### src/rip_pkg.sv
// package for the regex infix-to-postfix converter
// item types, operator codes and character tables shared by front, back and top
`timescale 1ns / 1ps

package rip_pkg;

    // default operator stack depth
    localparam int STACK_DEPTH_DEF = 32;

    // ascii codes of the operator characters
    localparam logic [7:0] CH_LPAREN = 8'h28;
    localparam logic [7:0] CH_RPAREN = 8'h29;
    localparam logic [7:0] CH_STAR   = 8'h2A;
    localparam logic [7:0] CH_DOT    = 8'h2E;
    localparam logic [7:0] CH_BAR    = 8'h7C;

    // operator codes as kept on the stack
    localparam logic [1:0] OP_LPAREN = 2'd0;
    localparam logic [1:0] OP_STAR   = 2'd1;
    localparam logic [1:0] OP_DOT    = 2'd2;
    localparam logic [1:0] OP_BAR    = 2'd3;

    // input item
    typedef struct packed {
        logic [7:0] symbol;
        logic       end_of_expr;
    } t_in_item;

    // result item
    typedef struct packed {
        logic [7:0] out_symbol;
        logic       has_symbol;
        logic       last_of_expr;
        logic       syntax_error;
    } t_out_item;

    // class of an accepted character
    typedef enum logic [1:0] {
        K_LIT,
        K_LPAREN,
        K_RPAREN,
        K_OP
    } t_kind;

    // classified item handed from front to back
    typedef struct packed {
        t_kind      kind;
        logic [1:0] op;
        logic [7:0] ch;
        logic       last;
    } t_cmd;

    // character for an operator code
    function automatic logic [7:0] op_char(input logic [1:0] code);
        logic [7:0] ch;
        unique case (code)
            OP_LPAREN: ch = CH_LPAREN;
            OP_STAR:   ch = CH_STAR;
            OP_DOT:    ch = CH_DOT;
            default:   ch = CH_BAR;
        endcase
        return ch;
    endfunction

    // binding strength of an operator code, '(' lowest
    function automatic logic [1:0] op_prec(input logic [1:0] code);
        logic [1:0] p;
        unique case (code)
            OP_LPAREN: p = 2'd0;
            OP_STAR:   p = 2'd3;
            OP_DOT:    p = 2'd2;
            default:   p = 2'd1;
        endcase
        return p;
    endfunction

endpackage

### src/regex_infix_to_postfix_top.sv
// top level of the regex infix-to-postfix converter
// depends on rip_pkg, rip_front and rip_back
`timescale 1ns / 1ps

// Converts a regex with explicit '.' concatenation, one character per item,
// into postfix characters using an operator stack ('*' over '.' over '|').
// Input channel: i_in_valid / o_in_stall with an i_in_item struct; an item is
// taken at an edge with valid high and stall low. A two-entry queue sits in
// front, so up to two items are taken while the stack logic is busy.
// Output channel: o_out_valid / i_out_stall with an o_out_item struct from a
// single output register. A literal passes from the input queue through the
// idle and literal states into that register. Each operator popped from the
// stack waits for the stack memory's registered top-of-stack read, which is
// stale right after every push or pop. An item with end_of_expr set flushes
// the stack, and the final result carries last_of_expr (an end marker with
// has_symbol low if nothing else was released). syntax_error is sticky
// across expressions. Reset clears the stack count and the error flag; stack
// contents are not cleared. While the receiver stalls, the result holds and
// the sequencer waits; the input queue fills and then raises o_in_stall.
module regex_infix_to_postfix_top import rip_pkg::*; #(
    parameter int STACK_DEPTH = STACK_DEPTH_DEF
) (
    input  logic      i_clk,
    input  logic      i_rst_n,
    input  logic      i_in_valid,
    output logic      o_in_stall,
    input  t_in_item  i_in_item,
    output logic      o_out_valid,
    input  logic      i_out_stall,
    output t_out_item o_out_item
);

    logic cmd_valid;
    logic cmd_pop;
    t_cmd cmd;

    // classify and queue
    rip_front u_front (
        .i_clk       (i_clk),
        .i_rst_n     (i_rst_n),
        .i_in_valid  (i_in_valid),
        .o_in_stall  (o_in_stall),
        .i_in_item   (i_in_item),
        .o_cmd_valid (cmd_valid),
        .i_cmd_pop   (cmd_pop),
        .o_cmd       (cmd)
    );

    // stack sequencer
    rip_back #(
        .STACK_DEPTH (STACK_DEPTH)
    ) u_back (
        .i_clk       (i_clk),
        .i_rst_n     (i_rst_n),
        .i_cmd_valid (cmd_valid),
        .o_cmd_pop   (cmd_pop),
        .i_cmd       (cmd),
        .o_out_valid (o_out_valid),
        .i_out_stall (i_out_stall),
        .o_out_item  (o_out_item)
    );

endmodule

### src/rip_front.sv
// front end: accepts input items, classifies each character and queues it
// depends on rip_pkg
`timescale 1ns / 1ps

module rip_front import rip_pkg::*; (
    input  logic     i_clk,
    input  logic     i_rst_n,
    input  logic     i_in_valid,
    output logic     o_in_stall,
    input  t_in_item i_in_item,
    output logic     o_cmd_valid,
    input  logic     i_cmd_pop,
    output t_cmd     o_cmd
);

    t_cmd       r_q [2];
    logic       r_wr_ptr;
    logic       r_rd_ptr;
    logic [1:0] r_fill;
    t_cmd       cls;
    logic       push;
    logic       pop;

    // classify the incoming character
    always_comb begin
        cls.ch   = i_in_item.symbol;
        cls.last = i_in_item.end_of_expr;
        unique case (i_in_item.symbol)
            CH_LPAREN: begin
                cls.kind = K_LPAREN;
                cls.op   = OP_LPAREN;
            end
            CH_RPAREN: begin
                cls.kind = K_RPAREN;
                cls.op   = OP_LPAREN;
            end
            CH_STAR: begin
                cls.kind = K_OP;
                cls.op   = OP_STAR;
            end
            CH_DOT: begin
                cls.kind = K_OP;
                cls.op   = OP_DOT;
            end
            CH_BAR: begin
                cls.kind = K_OP;
                cls.op   = OP_BAR;
            end
            default: begin
                cls.kind = K_LIT;
                cls.op   = OP_LPAREN;
            end
        endcase
    end

    // two-entry queue toward the back end
    assign o_in_stall  = (r_fill == 2'd2);
    assign push        = i_in_valid && !o_in_stall;
    assign pop         = i_cmd_pop && (r_fill != 2'd0);
    assign o_cmd_valid = (r_fill != 2'd0);
    assign o_cmd       = r_q[r_rd_ptr];

    // queue storage
    always_ff @(posedge i_clk) begin
        if (push) begin
            r_q[r_wr_ptr] <= cls;
        end
    end

    // queue pointers and fill level
    always_ff @(posedge i_clk) begin
        if (!i_rst_n) begin
            r_wr_ptr <= 1'b0;
            r_rd_ptr <= 1'b0;
            r_fill   <= 2'd0;
        end else begin
            if (push) begin
                r_wr_ptr <= !r_wr_ptr;
            end
            if (pop) begin
                r_rd_ptr <= !r_rd_ptr;
            end
            if (push && !pop) begin
                r_fill <= r_fill + 2'd1;
            end else if (pop && !push) begin
                r_fill <= r_fill - 2'd1;
            end
        end
    end

endmodule

### src/rip_back.sv
// back end: operator stack sequencer that pops, pushes and flushes per item
// depends on rip_pkg; owns the stack memory and the output register
`timescale 1ns / 1ps

module rip_back import rip_pkg::*; #(
    parameter int STACK_DEPTH = STACK_DEPTH_DEF
) (
    input  logic      i_clk,
    input  logic      i_rst_n,
    input  logic      i_cmd_valid,
    output logic      o_cmd_pop,
    input  t_cmd      i_cmd,
    output logic      o_out_valid,
    input  logic      i_out_stall,
    output t_out_item o_out_item
);

    localparam int CNT_W = $clog2(STACK_DEPTH + 1);
    localparam int IDX_W = $clog2(STACK_DEPTH);

    typedef enum logic [2:0] {
        S_IDLE,
        S_LIT,
        S_PUSH,
        S_OP,
        S_RPAR,
        S_FLUSH
    } t_state;

    t_state     r_state, n_state;
    t_cmd       r_cmd, n_cmd;
    logic [CNT_W-1:0] r_cnt, n_cnt;
    logic [CNT_W-1:0] r_lp, n_lp;
    logic       r_err, n_err;
    logic       r_emitted, n_emitted;
    logic       r_out_valid, n_out_valid;
    t_out_item  r_out_item, n_out_item;
    logic [1:0] r_stack [STACK_DEPTH];
    logic [1:0] r_top;
    logic       r_top_ok;
    logic       wr_en;
    logic [IDX_W-1:0] wr_idx;
    logic [IDX_W-1:0] rd_idx;
    logic       full;
    logic       emit_ok;
    logic       cnt_one;
    logic       rpar_end;

    assign full    = (r_cnt == CNT_W'(STACK_DEPTH));
    assign emit_ok = !r_out_valid || !i_out_stall;
    assign cnt_one = (r_cnt == CNT_W'(1));
    assign wr_idx  = r_cnt[IDX_W-1:0];
    assign rd_idx  = (r_cnt == '0) ? '0 : IDX_W'(r_cnt - CNT_W'(1));

    // popped operator leaves nothing behind: either the stack bottom, or the
    // only open paren sits right below it at the bottom
    assign rpar_end = cnt_one || ((r_cnt == CNT_W'(2)) && (r_lp == CNT_W'(1)));

    assign o_out_valid = r_out_valid;
    assign o_out_item  = r_out_item;

    // sequencer next state
    always_comb begin
        n_state     = r_state;
        n_cmd       = r_cmd;
        n_cnt       = r_cnt;
        n_lp        = r_lp;
        n_err       = r_err;
        n_emitted   = r_emitted;
        n_out_valid = r_out_valid && i_out_stall;
        n_out_item  = r_out_item;
        wr_en       = 1'b0;
        o_cmd_pop   = 1'b0;
        unique case (r_state)
            S_IDLE: begin
                if (i_cmd_valid) begin
                    o_cmd_pop = 1'b1;
                    n_cmd     = i_cmd;
                    n_emitted = 1'b0;
                    unique case (i_cmd.kind)
                        K_LIT:    n_state = S_LIT;
                        K_LPAREN: n_state = S_PUSH;
                        K_RPAREN: begin
                            // no open paren anywhere on the stack
                            if (r_lp == '0) begin
                                n_err = 1'b1;
                            end
                            n_state = S_RPAR;
                        end
                        default:  n_state = S_OP;
                    endcase
                end
            end
            S_LIT: begin
                if (emit_ok) begin
                    n_out_valid = 1'b1;
                    n_out_item  = '{out_symbol: r_cmd.ch, has_symbol: 1'b1,
                                    last_of_expr: r_cmd.last && (r_cnt == '0),
                                    syntax_error: r_err};
                    n_emitted   = 1'b1;
                    n_state     = (r_cmd.last && (r_cnt != '0)) ? S_FLUSH : S_IDLE;
                end
            end
            S_PUSH: begin
                // overflow drops the operator
                if (full) begin
                    n_err = 1'b1;
                end else begin
                    wr_en = 1'b1;
                    n_cnt = r_cnt + CNT_W'(1);
                    if (r_cmd.op == OP_LPAREN) begin
                        n_lp = r_lp + CNT_W'(1);
                    end
                end
                n_state = r_cmd.last ? S_FLUSH : S_IDLE;
            end
            S_OP: begin
                // pop while the top binds at least as strongly
                if (r_cnt == '0) begin
                    n_state = S_PUSH;
                end else if (r_top_ok) begin
                    if (r_top == OP_LPAREN || op_prec(r_top) < op_prec(r_cmd.op)) begin
                        n_state = S_PUSH;
                    end else if (emit_ok) begin
                        n_out_valid = 1'b1;
                        n_out_item  = '{out_symbol: op_char(r_top), has_symbol: 1'b1,
                                        last_of_expr: 1'b0, syntax_error: r_err};
                        n_emitted   = 1'b1;
                        n_cnt       = r_cnt - CNT_W'(1);
                    end
                end
            end
            S_RPAR: begin
                // pop down to the matching paren and drop it
                if (r_cnt == '0) begin
                    n_state = r_cmd.last ? S_FLUSH : S_IDLE;
                end else if (r_top_ok) begin
                    if (r_top == OP_LPAREN) begin
                        n_cnt   = r_cnt - CNT_W'(1);
                        n_lp    = r_lp - CNT_W'(1);
                        n_state = r_cmd.last ? S_FLUSH : S_IDLE;
                    end else if (emit_ok) begin
                        n_out_valid = 1'b1;
                        n_out_item  = '{out_symbol: op_char(r_top), has_symbol: 1'b1,
                                        last_of_expr: r_cmd.last && rpar_end,
                                        syntax_error: r_err};
                        n_emitted   = 1'b1;
                        n_cnt       = r_cnt - CNT_W'(1);
                    end
                end
            end
            S_FLUSH: begin
                // empty the stack; end marker if the item gave nothing
                if (r_cnt == '0) begin
                    if (r_emitted) begin
                        n_state = S_IDLE;
                    end else if (emit_ok) begin
                        n_out_valid = 1'b1;
                        n_out_item  = '{out_symbol: 8'h00, has_symbol: 1'b0,
                                        last_of_expr: 1'b1, syntax_error: r_err};
                        n_emitted   = 1'b1;
                        n_state     = S_IDLE;
                    end
                end else if (r_top_ok && emit_ok) begin
                    n_out_valid = 1'b1;
                    n_out_item  = '{out_symbol: op_char(r_top), has_symbol: 1'b1,
                                    last_of_expr: cnt_one, syntax_error: r_err};
                    n_emitted   = 1'b1;
                    n_cnt       = r_cnt - CNT_W'(1);
                    if (r_top == OP_LPAREN) begin
                        n_lp = r_lp - CNT_W'(1);
                    end
                end
            end
            default: n_state = S_IDLE;
        endcase
    end

    // stack memory with registered top read
    always_ff @(posedge i_clk) begin
        if (wr_en) begin
            r_stack[wr_idx] <= r_cmd.op;
        end
        r_top <= r_stack[rd_idx];
    end

    // state, counters and output register
    always_ff @(posedge i_clk) begin
        if (!i_rst_n) begin
            r_state     <= S_IDLE;
            r_cnt       <= '0;
            r_lp        <= '0;
            r_err       <= 1'b0;
            r_emitted   <= 1'b0;
            r_out_valid <= 1'b0;
            r_top_ok    <= 1'b0;
        end else begin
            r_state     <= n_state;
            r_cnt       <= n_cnt;
            r_lp        <= n_lp;
            r_err       <= n_err;
            r_emitted   <= n_emitted;
            r_out_valid <= n_out_valid;
            // top read is stale right after any stack change
            r_top_ok    <= !(wr_en || (n_cnt != r_cnt));
        end
        r_cmd      <= n_cmd;
        r_out_item <= n_out_item;
    end

endmodule

### config.mk
export PLATFORM = sky130hd
export DESIGN_NAME = regex_infix_to_postfix_top
export DESIGN_NICKNAME = d
export VERILOG_FILES = /design/src/rip_pkg.sv /design/src/regex_infix_to_postfix_top.sv /design/src/rip_front.sv /design/src/rip_back.sv
export SDC_FILE = /design/constraint.sdc
export NUM_CORES = 1
export LEC_CHECK = 0
export ABC_AREA = 1
export BUFFER_PORTS_ARGS = -buffer_cell sky130_fd_sc_hd__buf_4
export CORE_ASPECT_RATIO = 1.5
export CORE_MARGIN = 2
export CORE_UTILIZATION = 58
export CTS_BUF_LIST = sky130_fd_sc_hd__clkbuf_8
export CTS_CLUSTER_SIZE = 14
export DETAILED_ROUTE_END_ITERATION = 8
export PLACE_DENSITY = 0.82
export SYNTH_ARGS = -nofsm -noshare
export SYNTH_HDL_FRONTEND = slang
export SYNTH_HIERARCHICAL = 1
export SYNTH_SLANG_ARGS = --single-unit
### constraint.sdc
create_clock -name i_clk -period 2.7 [get_ports i_clk]
set_input_delay 0.54 -clock i_clk [delete_from_list [all_inputs] [get_ports i_clk]]
set_output_delay 0.54 -clock i_clk [all_outputs]
set_load 0.005 [all_outputs]
Word-level counts from Yosys, hierarchy flattened
Memories as Yosys holds them, arrays and structs flattened. A register that Yosys moved wholly into a read port is not among the register bits.
Cells that the tools add are included.
{ "classes": {"order_cmp": 1, "n_eq_ne": 48, "addsub": 6, "mux": 101, "reduce_logical": 41} }
{ "ops": {"columns": ["operator", "n"], "rows": [
  ["two-way mux 11 bit", 13],
  ["two-way mux 6 bit", 17],
  ["one-hot mux 11 bit (4 select lines)", 1],
  ["two-way mux 3 bit", 13],
  ["two-way mux 1 bit", 36],
  ["equality test 8 x 6 -> 1 bit (second input constant)", 4],
  ["one-hot mux 6 bit (4 select lines)", 1],
  ["one-hot mux 7 bit (3 select lines)", 1],
  ["!= test 2 x 1 -> 1 bit (second input constant)", 10],
  ["one-hot mux 4 bit (5 select lines)", 1],
  ["!= test 3 x 1 -> 1 bit (second input constant)", 6],
  ["one-hot mux 3 bit (6 select lines)", 1],
  ["one-hot mux 6 bit (3 select lines)", 1],
  ["two-way mux 2 bit", 8],
  ["!= test 2 bit (second input constant)", 8],
  ["one-hot mux 7 bit (2 select lines)", 1],
  ["AND reduction 13 bit", 1],
  ["adder 6 x 1 -> 6 bit (second input constant)", 2],
  ["equality test 6 x 1 -> 1 bit (second input constant)", 2],
  ["logical NOT 6 bit", 2],
  ["one-hot mux 2 bit (3 select lines)", 2],
  ["subtractor 6 x 1 -> 6 bit (second input constant)", 2],
  ["logical AND 1 bit", 10],
  ["one-hot mux 3 bit (3 select lines)", 1],
  ["32 further kinds", 53]
]} }
{ "word_totals": {"mem_count": 2, "register_bits": 45, "ram_bits": 90} }
{ "mem_list": {"columns": ["memory", "depth", "width", "read_ports", "rd_clocked_by_memory_dff", "write_ports", "line", "source"], "rows": [
  ["u_back.r_stack", 32, 2, 1, 1, 1, "rip_back.sv:38", "logic [1:0] r_stack [STACK_DEPTH];"],
  ["u_front.r_q", 2, 13, 1, 1, 1, "rip_front.sv:16", "t_cmd r_q [2];"]
]} }

Depth between registers and ports, before layout
Gate-level depths: netlist (run 1).
{ "depth": {"depth_word": 14, "mapped_depth": 19, "mapped_depth_nobuf": 19} }

Hierarchy
The synthesis (run 1) kept the hierarchy.
{ "by_module_without_submodules": {"columns": ["module", "seq_area_each_um2", "area_each_um2", "n_inst", "cells_each"], "rows": [
  ["rip_back", 3002.9, 6000.8, 1, 724],
  ["rip_front", 880.8, 1300.0, 1, 105]
]} }

Worst setup path before layout (run 1)
OpenSTA, ideal clock, no wires.
{ "synth_timing": {"path_kind": "register to register", "start": "register u_back/r_cmd[10] (netlist bit)", "end": "register u_back.r_out_item (netlist bit u_back/o_out_item[0]), enable pin", "setup_time_ps": 378, "path_stages_with_launch": 11, "setup_slack_ps": -113, "t_arrival_ps": 2435, "required_time_ps": 2322, "cell_sequence": "edfxtp_1 -> inv_1 -> ha_1 -> inv_1 -> ha_1 -> nand2_1 -> nand2_1 -> nand3_1 -> nand2_1 -> o311ai_0 -> nor2_1"} }
{ "synth_between": {"elab_chain_len": 9, "word_cells_on_any_way": 11} }
{ "synth_lines": {"columns": ["element", "line", "source"], "rows": [
  ["start: declaration", "rip_back.sv:31", "t_cmd r_cmd, n_cmd;"],
  ["start signal: assignment", "rip_back.sv:207", "r_cmd <= n_cmd;"],
  ["equality test 2 bit, or another cell as far along", "rip_pkg.sv:68", "unique case (code)"],
  ["one-hot mux 2 bit (3 select lines) (*)", "rip_pkg.sv:68", null],
  ["two-way mux 2 bit (*)", "rip_back.sv:121", "end else if (r_top_ok) begin"],
  ["two-way mux 2 bit (*)", "rip_back.sv:119", "if (r_cnt == '0) begin"],
  ["two-way mux 2 bit (*)", "rip_back.sv:74", "unique case (r_state)"],
  ["less-than comparator 2 bit (*)", "rip_back.sv:122", "if (r_top == OP_LPAREN || op_prec(r_top) < op_prec(r_cmd.op)) begin"],
  ["logical OR 1 bit (*)", "rip_back.sv:122", null],
  ["!= test 2 bit (no line) (*)", null, null],
  ["AND reduction 13 bit (no line) (*)", null, null],
  ["end signal: assignment", "rip_back.sv:208", "r_out_item <= n_out_item;"],
  ["end: declaration", "rip_back.sv:37", "t_out_item r_out_item, n_out_item;"]
]} }
Every way passes the cells marked *; elsewhere a longest branch is shown, timed or not. The select of a mux whose other input is x is not followed.
A chain may end at the register's enable or synchronous reset.

Final worst setup path (run 1)
{ "layout_timing": {"start": "register u_back.r_cnt[1]", "end": "register u_back.r_top[1], read port of u_back.r_stack"} }
{ "layout_between": {"elab_chain_len": 2, "word_cells_on_any_way": 3} }
{ "layout_lines": {"columns": ["element", "line", "source"], "rows": [
  ["start: declaration", "rip_back.sv:32", "logic [CNT_W-1:0] r_cnt, n_cnt;"],
  ["start signal: assignment", "rip_back.sv:199", "r_cnt <= n_cnt;"],
  ["subtractor 6 x 1 -> 6 bit / logical NOT 6 bit (equally long branches)", "rip_back.sv:53", "assign rd_idx = (r_cnt == '0) ? '0 : IDX_W'(r_cnt - CNT_W'(1));"],
  ["two-way mux 5 bit (*)", "rip_back.sv:53", null],
  ["end: declaration", "rip_back.sv:39", "logic [1:0] r_top;"]
]} }
Every way passes the cells marked *; elsewhere a longest branch is shown, timed or not.

==> out/summary.txt, run 1 <==
Status: finished clean
Pleak: 3.370 nW
Max_cap viols: 0
RR Startpoint: u_back/r_cnt[1]$_SDFF_PN0_
R2R cell count: 11
Syn Inst Count: 829
Critical Path Source Type: flop
Post-synth EDFFs: 112
Grt total ovfl: 0
Clk root buf: clkbuf_8
DRC errors left: 0
CTS Buf Count: 17
Post-route ant nets: 0
RSZ-0062 raised after global routing: no
Vias: 5945
Post-CTS Resized: 0
Crit Path Max Fanout: 28
IO Pins: 26
Layout cells sized above 1: 14.48%
First-pass GRT wire length: 27350 µm
Post-place setup slack: 329.9 ps
Fmax: 414.1 MHz
WL met1: 6114 µm
Num rows: 50
Multi-input gate area: 0.002934 mm²
Starting DRT DRC Count: 587
Largest net degree at the start of global routing: 35
Setup CP Type: flop to flop
CP required: 3060 ps
Register-to-register setup slack: 290 ps
Slack of the critical path: 285.1 ps
Core Area: 0.01239 mm²
Post-synth top area share: 46.07%
FF-to-FF End: u_back/r_top[1]$_DFF_P_
Avg WL per Cell: 16.46 µm
Slew headroom: 62.12%
Syn_nets: 867
Dominant cells by area after synthesis: edfxtp_1 46%, nand2_1 9.4%, dfxtp_1 7.1%, nor2_1 6.2%, nand3_1 4.3%
WL met3: 851 µm
Vias in the first global route: 5824
Cell area after synthesis: 0.007301 mm²
Register area share after synthesis: 53.20%
Minimum clock period after layout: 2415 ps
WHS Path Cells: 1
Worst-path clk slew: 100 ps
Total Routed Length: 17120 µm
FFs w/ async S/R, synth: 0%
Buffers inserted by post-CTS timing repair: 0
Layout Nets: 909
Hold Path End: u_front/r_q[1][0]$_DFFE_PP_
Fill count: 1021
Sequential Area: 0.003884 mm²
Gr usage total: 26.73%
Antenna cell count: 0
Crit path DAT: 2780 ps
Clk sinks: 138
Area growth from synthesis to layout: 11.67%
CTS tree: built
Die H: 141.4 µm
Cell Pwr Density: 1303 mW/mm²
Vias/cell: 5.716
Final Max Slew Viols: 0
Initial Util: 58.94%
Hold_sp: i_in_item[0]
Worst-case clock skew: 18.93 ps
Final setup vio count: 0
Final hold violation count: 0
Top FF cell, synth: edfxtp_1
Worst hold path class: input port to flop
Least-Margin Pin Slew: 568.2 ps
Clk_lat worst skew: 460 ps
GPL Wtd Cong: 0.9520
Yosys reg bits: 138
Die width: 95.61 µm
Crit. End Element: flop
Initial antenna violation count: 0
Highest routed layer: met4
H-tree levels: 4
Die area: 0.01352 mm²
Dominant cell type by area after synthesis: edfxtp_1
Synth warn: 6
Netlist cell types: 42
Port bufs: 25
Setup TNS: 0 ps
TritonRoute pass-1 iters: 6
Maximum VDD drop: 0.6593 mV
Met2 WL: 9283 µm
CTS max path bufs: 2
Crit share post-route: 89.44%
Mean Syn Cell Area: 8.807 µm²
Hold buffer count at CTS: 0
Count leader, synth: nand2_1
Top cells by count, synth: 182 x nand2_1, 120 x nor2_1, 112 x edfxtp_1
Post-DP HPWL: 12330 µm
Total power: 10.63 mW
[placed cells by master, fill, tap and decap left out, drive strengths merged, types with 3 or more instances in the layout]
cell,instances
a21oi,31
clkbuf,17
o21ai,62
clkinv,5
nand2,187
ha,25
xor2,5
edfxtp,112
o31ai,4
inv,99
o22ai,9
nor3,10
a31oi,5
buf,50
o32ai,3
nand4,8
o211ai,7
or2,6
mux2,13
nor2,126
dfxtp,26
nand3,64
[area by class of cell]
| cell class | instances | share of cell area [%] |
|---|---|---|
| sequential | 138 | 47.64 |
| tap | 156 | 2.394 |
| clock buffer | 17 | 2.870 |
| clock inverter | 15 | 2.256 |
| multi-input combinational | 575 | 35.99 |
| timing repair buffer | 50 | 4.758 |
| inverter | 89 | 4.098 |
[critical path, stage by stage, from the launching register on]
cell	delay, ps
dfxtp_1	460
inv_1	90
ha_1	240
nand3_2	100
buf_4	320
nand2_2	110
inv_2	260
o31ai_1	150
o21ai_0	340
o22ai_1	110
nand2_1	80
nand2_1	50
[flip-flops by register name, summed over array words and instances (netlist names), 2 cells and up, named ones only]
register	cells
u_back/o_out_item	11
u_back/r_cmd	11
u_back/r_cnt	6
u_back/r_lp	6
u_back/r_stack	64
u_back/r_state	3
u_back/r_top	2
u_front/r_fill	2
u_front/r_q	26
[per-layer routing]
metal | track usage [%] | up-vias
met4 | 15.34 | 0
met1 | 28.12 | 2739
met2 | 48.18 | 242
li1 | - | 2891
met3 | 5.311 | 73
met5 | 0 | -
[how the worst max path moves through the flow]
stage / startpoint / end / slack, ps / cells after the start
finish: u_back/r_cnt[1]$_SDFF_PN0_ / u_back/r_top[1]$_DFF_P_ / 290 / 11
global route: u_back/r_cnt[1]$_SDFF_PN0_ / u_back/o_out_item[5]$_DFFE_PP_ / 50 / 9
CTS: u_back/r_top[1]$_DFF_P_ / u_back/o_out_item[5]$_DFFE_PP_ / 290 / 10
detailed placement: u_back/r_cnt[1]$_SDFF_PN0_ / u_back/o_out_item[8]$_DFFE_PP_ / 330 / 9
global placement: u_back/r_top[1]$_DFF_P_ / u_back/o_out_item[8]$_DFFE_PP_ / 360 / 10
floorplan: u_back/r_cmd[10]$_DFFE_PP_ / u_back/o_out_item[0]$_DFFE_PP_ / 40 / 10
[power breakdown]
group | switching [mW] | total (mW) | internal, mW | leakage, nW
Combinational | 3.93 | 5.83 | 1.90 | 1.92
Sequential | 0.212 | 3.08 | 2.87 | 1.24
Clock | 0.991 | 1.71 | 0.722 | 0.211
[cells by family (layout without fill, tap and decap cells)]
logic type	after synthesis	count (layout)	synth area share [%]
simple gates	404	404	23.24
flops	138	138	53.20
compound gates	128	128	9.992
buf+inv	116	171	6.684
fa+ha+maj	25	25	4.284
mux	13	13	2.005
xor+xnor	5	5	0.5998
[metrics by stage]
stage / cell area, µm² / instances / utilization (%) / hold WS [ps]
6_report: 8153 / 1040 / 65.82 / 259.1
5_1_grt: 8153 / 1040 / 65.82 / 236.8
4_1_cts: 8150 / 1040 / 65.80 / 237.7
3_5_place_dp: 7732 / 1008 / 62.42 / 489.0
3_3_place_gp: 7732 / 1008 / 62.42 / 463.0
2_1_floorplan: 7303 / 829 / - / 409.0
No activity file was read; power rests on OpenSTA's default activity.
==> run 2: changes to the inputs <==
--- a/config.mk
+++ b/config.mk
@@ -5,7 +5,6 @@
 export SDC_FILE = /design/constraint.sdc
 export NUM_CORES = 1
 export LEC_CHECK = 0
-export ABC_AREA = 1
 export BUFFER_PORTS_ARGS = -buffer_cell sky130_fd_sc_hd__buf_4
 export CORE_ASPECT_RATIO = 1.5
 export CORE_MARGIN = 2
==> run 2 against run 1 <==
Effect of this change:
- via count increased by 0.22%
- clock skew down 4.4 ps
- clock-buffer cell count did not move
- cell count decreased by 11%
- first-iteration DRC count increased by 0.68%
- worst setup slack got worse by 230 ps
- sequential power grew 4%
- sequential share of layout area decreased by 3.4 points
- worst hold slack better by 6.9 ps
- core utilization increased by 5.1 points
- highest routed layer unchanged
==> out/summary.txt, run 2 <==
Status: finished clean
Core Area: 0.01239 mm² (unchanged)
First-pass GRT wire length: 32040 µm (+17%)
Vias in the first global route: 6051 (+3.9%)
GR peak layer: met2
H-tree levels: 4 (unchanged)
Top cells by count, synth: 112 x edfxtp_1, 60 x nand2_1, 60 x nor2_1
Final hold violation count: 0 (unchanged)
TritonRoute pass-1 iters: 6 (unchanged)
Layout Nets: 797 (-12%)
Crit-path max cell delay: 530 ps (+70 ps)
Post-route ant nets: 0 (unchanged)
Avg WL per Cell: 22.93 µm (+39%)
Layout cells sized above 1: 25.65% (+11 points)
Final Max Slew Viols: 0 (unchanged)
Post-place setup slack: -373.5 ps (-703.4 ps)
Clk_lat worst skew: 460 ps (about the same)
GR Layer Usage met2: 57.89% (+9.7 points)
Initial Util: 59.23% (+0.29 points)
Die H: 141.8 µm (+0.24%)
Delay-heaviest family, CP: compound AO/OA/AOI/OAI gates
Num rows: 50 (unchanged)
Die area: 0.01358 mm² (+0.48%)
Top flop regs: u_back/r_stack: 64 flops, u_front/r_q: 26 flops
Multi-input gate area: 0.003379 mm² (+15%)
WP buf/inv: 1 (-2)
Synth warn: 6 (unchanged)
Max_cap viols: 0 (unchanged)
DRC errors left: 0 (unchanged)
Crit path DAT: 3000 ps (+220 ps)
Minimum clock period after layout: 2640 ps (+225.5 ps)
Vias: 5958 (+0.22%)
Crit share post-route: 97.79% (+8.4 points)
Grt total ovfl: 0 (unchanged)
Util after Layout: 70.94% (+5.1 points)
FFs w/ async S/R, synth: 0% (unchanged)
CP required: 3060 ps (about the same)
Fmax: 378.7 MHz (-8.5%)
Worst-path clk slew: 90 ps (about the same)
Setup CP Type: flop to flop
Crit. End Element: flop
Total power: 12.20 mW (+15%)
R2R cell count: 8 (-3)
Post-synth EDFFs: 112 (unchanged)
Post-synth top area share: 45.84% (-0.23 points)
Starting DRT DRC Count: 591 (+0.68%)
Crit Path Max Fanout: 5 (-82%)
Least-Margin Pin Slew: 772.2 ps (+204.0 ps)
Total Routed Length: 21280 µm (+24%)
Cell area after synthesis: 0.007337 mm² (+0.50%)
Final setup vio count: 0 (unchanged)
Syn Inst Count: 669 (-19%)
Antenna cell count: 0 (unchanged)
Most common cell after layout, fill and taps aside: edfxtp_1
Critical Path Source Type: flop
Clk sinks: 138 (unchanged)
CTS tree: built
Slowest cell on the critical path: o41ai_4
Sequential Area: 0.003884 mm² (unchanged)
Gr usage total: 32.35% (+5.6 points)
Clk root buf: clkbuf_8
Setup TNS: 0 ps (unchanged)
Hold Path End: u_front/r_q[0][8]$_DFFE_PP_
CTS max path bufs: 2 (unchanged)
Register area share after synthesis: 52.93% (-0.26 points)
Top FF cell, synth: edfxtp_1
Worst-case clock skew: 14.53 ps (-4.401 ps)
Met1 usage: 33.29% (+5.2 points)
Dominant cell type by area after synthesis: edfxtp_1
Worst hold path class: input port to flop
Yosys reg bits: 138 (unchanged)
RR Startpoint: u_back/r_top[1]$_DFF_P_
Dominant cells by area after synthesis: edfxtp_1 46%, dfxtp_1 7.1%, ha_1 4.3%, mux2i_1 4.0%, nand2_1 3.1%
Pleak: 3.256 nW (-3.4%)
Port bufs: 25 (unchanged)
Area growth from synthesis to layout: 19.76%
WHS Path Cells: 1 (unchanged)
Vias/cell: 6.420 (+12%)
GPL Wtd Cong: 1.008 (+5.9%)
Slew headroom: 48.05% (-14 points)
Placed Cells incl. Taps: 894 (-11%)
IO Pins: 26 (unchanged)
Initial antenna violation count: 0 (unchanged)
Max reg flops: 64 (unchanged)
Crit-path cells: inv_1 > ha_1 > ha_4 > o41ai_4 > o32ai_1 > a211oi_1 > o211ai_1 > a2111oi_2
CTS Buf Count: 17 (unchanged)
Netlist cell types: 80 (+90%)
Slack of the critical path: 59.63 ps (-225.5 ps)
Fill count: 927 (-9.2%)
Cell Pwr Density: 1388 mW/mm² (+6.5%)
Register-to-register setup slack: 60 ps (-230 ps)
Die width: 95.84 µm (+0.24%)
Maximum VDD drop: 0.6277 mV (-4.8%)
Syn_nets: 707 (-18%)
Post-DP HPWL: 15550 µm (+26%)
Crit path depth: 8 (-3)
Hold_sp: i_in_item[8]
Largest net degree at the start of global routing: 35 (unchanged)
Mean Syn Cell Area: 10.97 µm² (+25%)
Register name with the most flops: u_back/r_stack
Met3 Usage GRT: 5.842% (+0.53 points)
FF-to-FF End: u_back/r_top_ok$_SDFF_PN0_
RSZ-0062 raised after global routing: yes
Non-Filler Instances: 928 (-11%)
Count leader, synth: edfxtp_1
Most frequent cells in the layout: 112 x edfxtp_1, 106 x buf_4, 60 x nand2_1
-- run 2: final cells by class --
| type | count | area share (%) |
|---|---|---|
| well taps | 156 | 2.221 |
| flip-flops and latches | 138 | 44.20 |
| inverters | 24 | 1.025 |
| clock buffers | 17 | 2.663 |
| repair buffers | 109 | 9.640 |
| clock inverters | 15 | 1.794 |
| multi-input cells | 469 | 38.46 |
-- run 2: how the worst max path moves through the flow --
stage	slack, ps	from	endpoint
detailed placement	-370	u_back/r_top[1]$_DFF_P_	u_back/r_top_ok$_SDFF_PN0_
global placement	-280	u_back/r_cnt[0]$_SDFF_PN0_	u_back/r_top[0]$_DFF_P_
floorplan	-50	u_back/r_cmd[10]$_DFFE_PP_	u_back/r_top_ok$_SDFF_PN0_
CTS	-20	u_back/r_top[1]$_DFF_P_	u_back/r_top_ok$_SDFF_PN0_
finish	60	u_back/r_top[1]$_DFF_P_	u_back/r_top_ok$_SDFF_PN0_
global route	-60	u_back/r_top[1]$_DFF_P_	u_back/r_top_ok$_SDFF_PN0_
-- run 2: worst register-to-register path, cell delays in order, from the launching register on --
cell and delay (ps):
dfxtp_1 370, inv_1 100, ha_1 340, ha_4 210, o41ai_4 530, o32ai_1 170
a211oi_1 310, o211ai_1 180, a2111oi_2 320
-- run 2: stage by stage --
step	hold WS (ps)	cell area (µm²)
6_report	266.0	8787
5_1_grt	258.9	8787
4_1_cts	258.5	8632
3_5_place_dp	436.4	8209
3_3_place_gp	433.7	8209
2_1_floorplan	409.0	7375
-- run 2: power breakdown --
group          leakage (nW)  internal (mW)  switching (mW)
sequential             1.24           2.90           0.283
combinational          1.82           3.04            4.30
clock                 0.192          0.761           0.913
-- run 2: routing by layer --
| layer | vias up | wire [µm] |
|---|---|---|
| met4 | 0 | 1426 |
| li1 | 2707 | - |
| met5 | - | 0 |
| met3 | 103 | 1083 |
| met2 | 281 | 11500 |
| met1 | 2867 | 7269 |
-- run 2: kinds of logic after synthesis --
logic type / share of synthesized area (%)
AO/OA/AOI/OAI: 15.64
XOR/XNOR: 2.012
adder cells (fa/ha/maj): 4.263
buffers and inverters: 3.615
flip-flops: 52.93
multiplexers: 6.412
AND/OR/NAND/NOR: 15.13
-- run 2: what timing repair did --
action / CTS / global route
resized for setup: 6 / 22
buffers inserted: 0 / 1
gates cloned: 0 / 1
pin swaps: 4 / 4
hold buffers: 0 / 0
setup endpoints to repair: 18 / 14
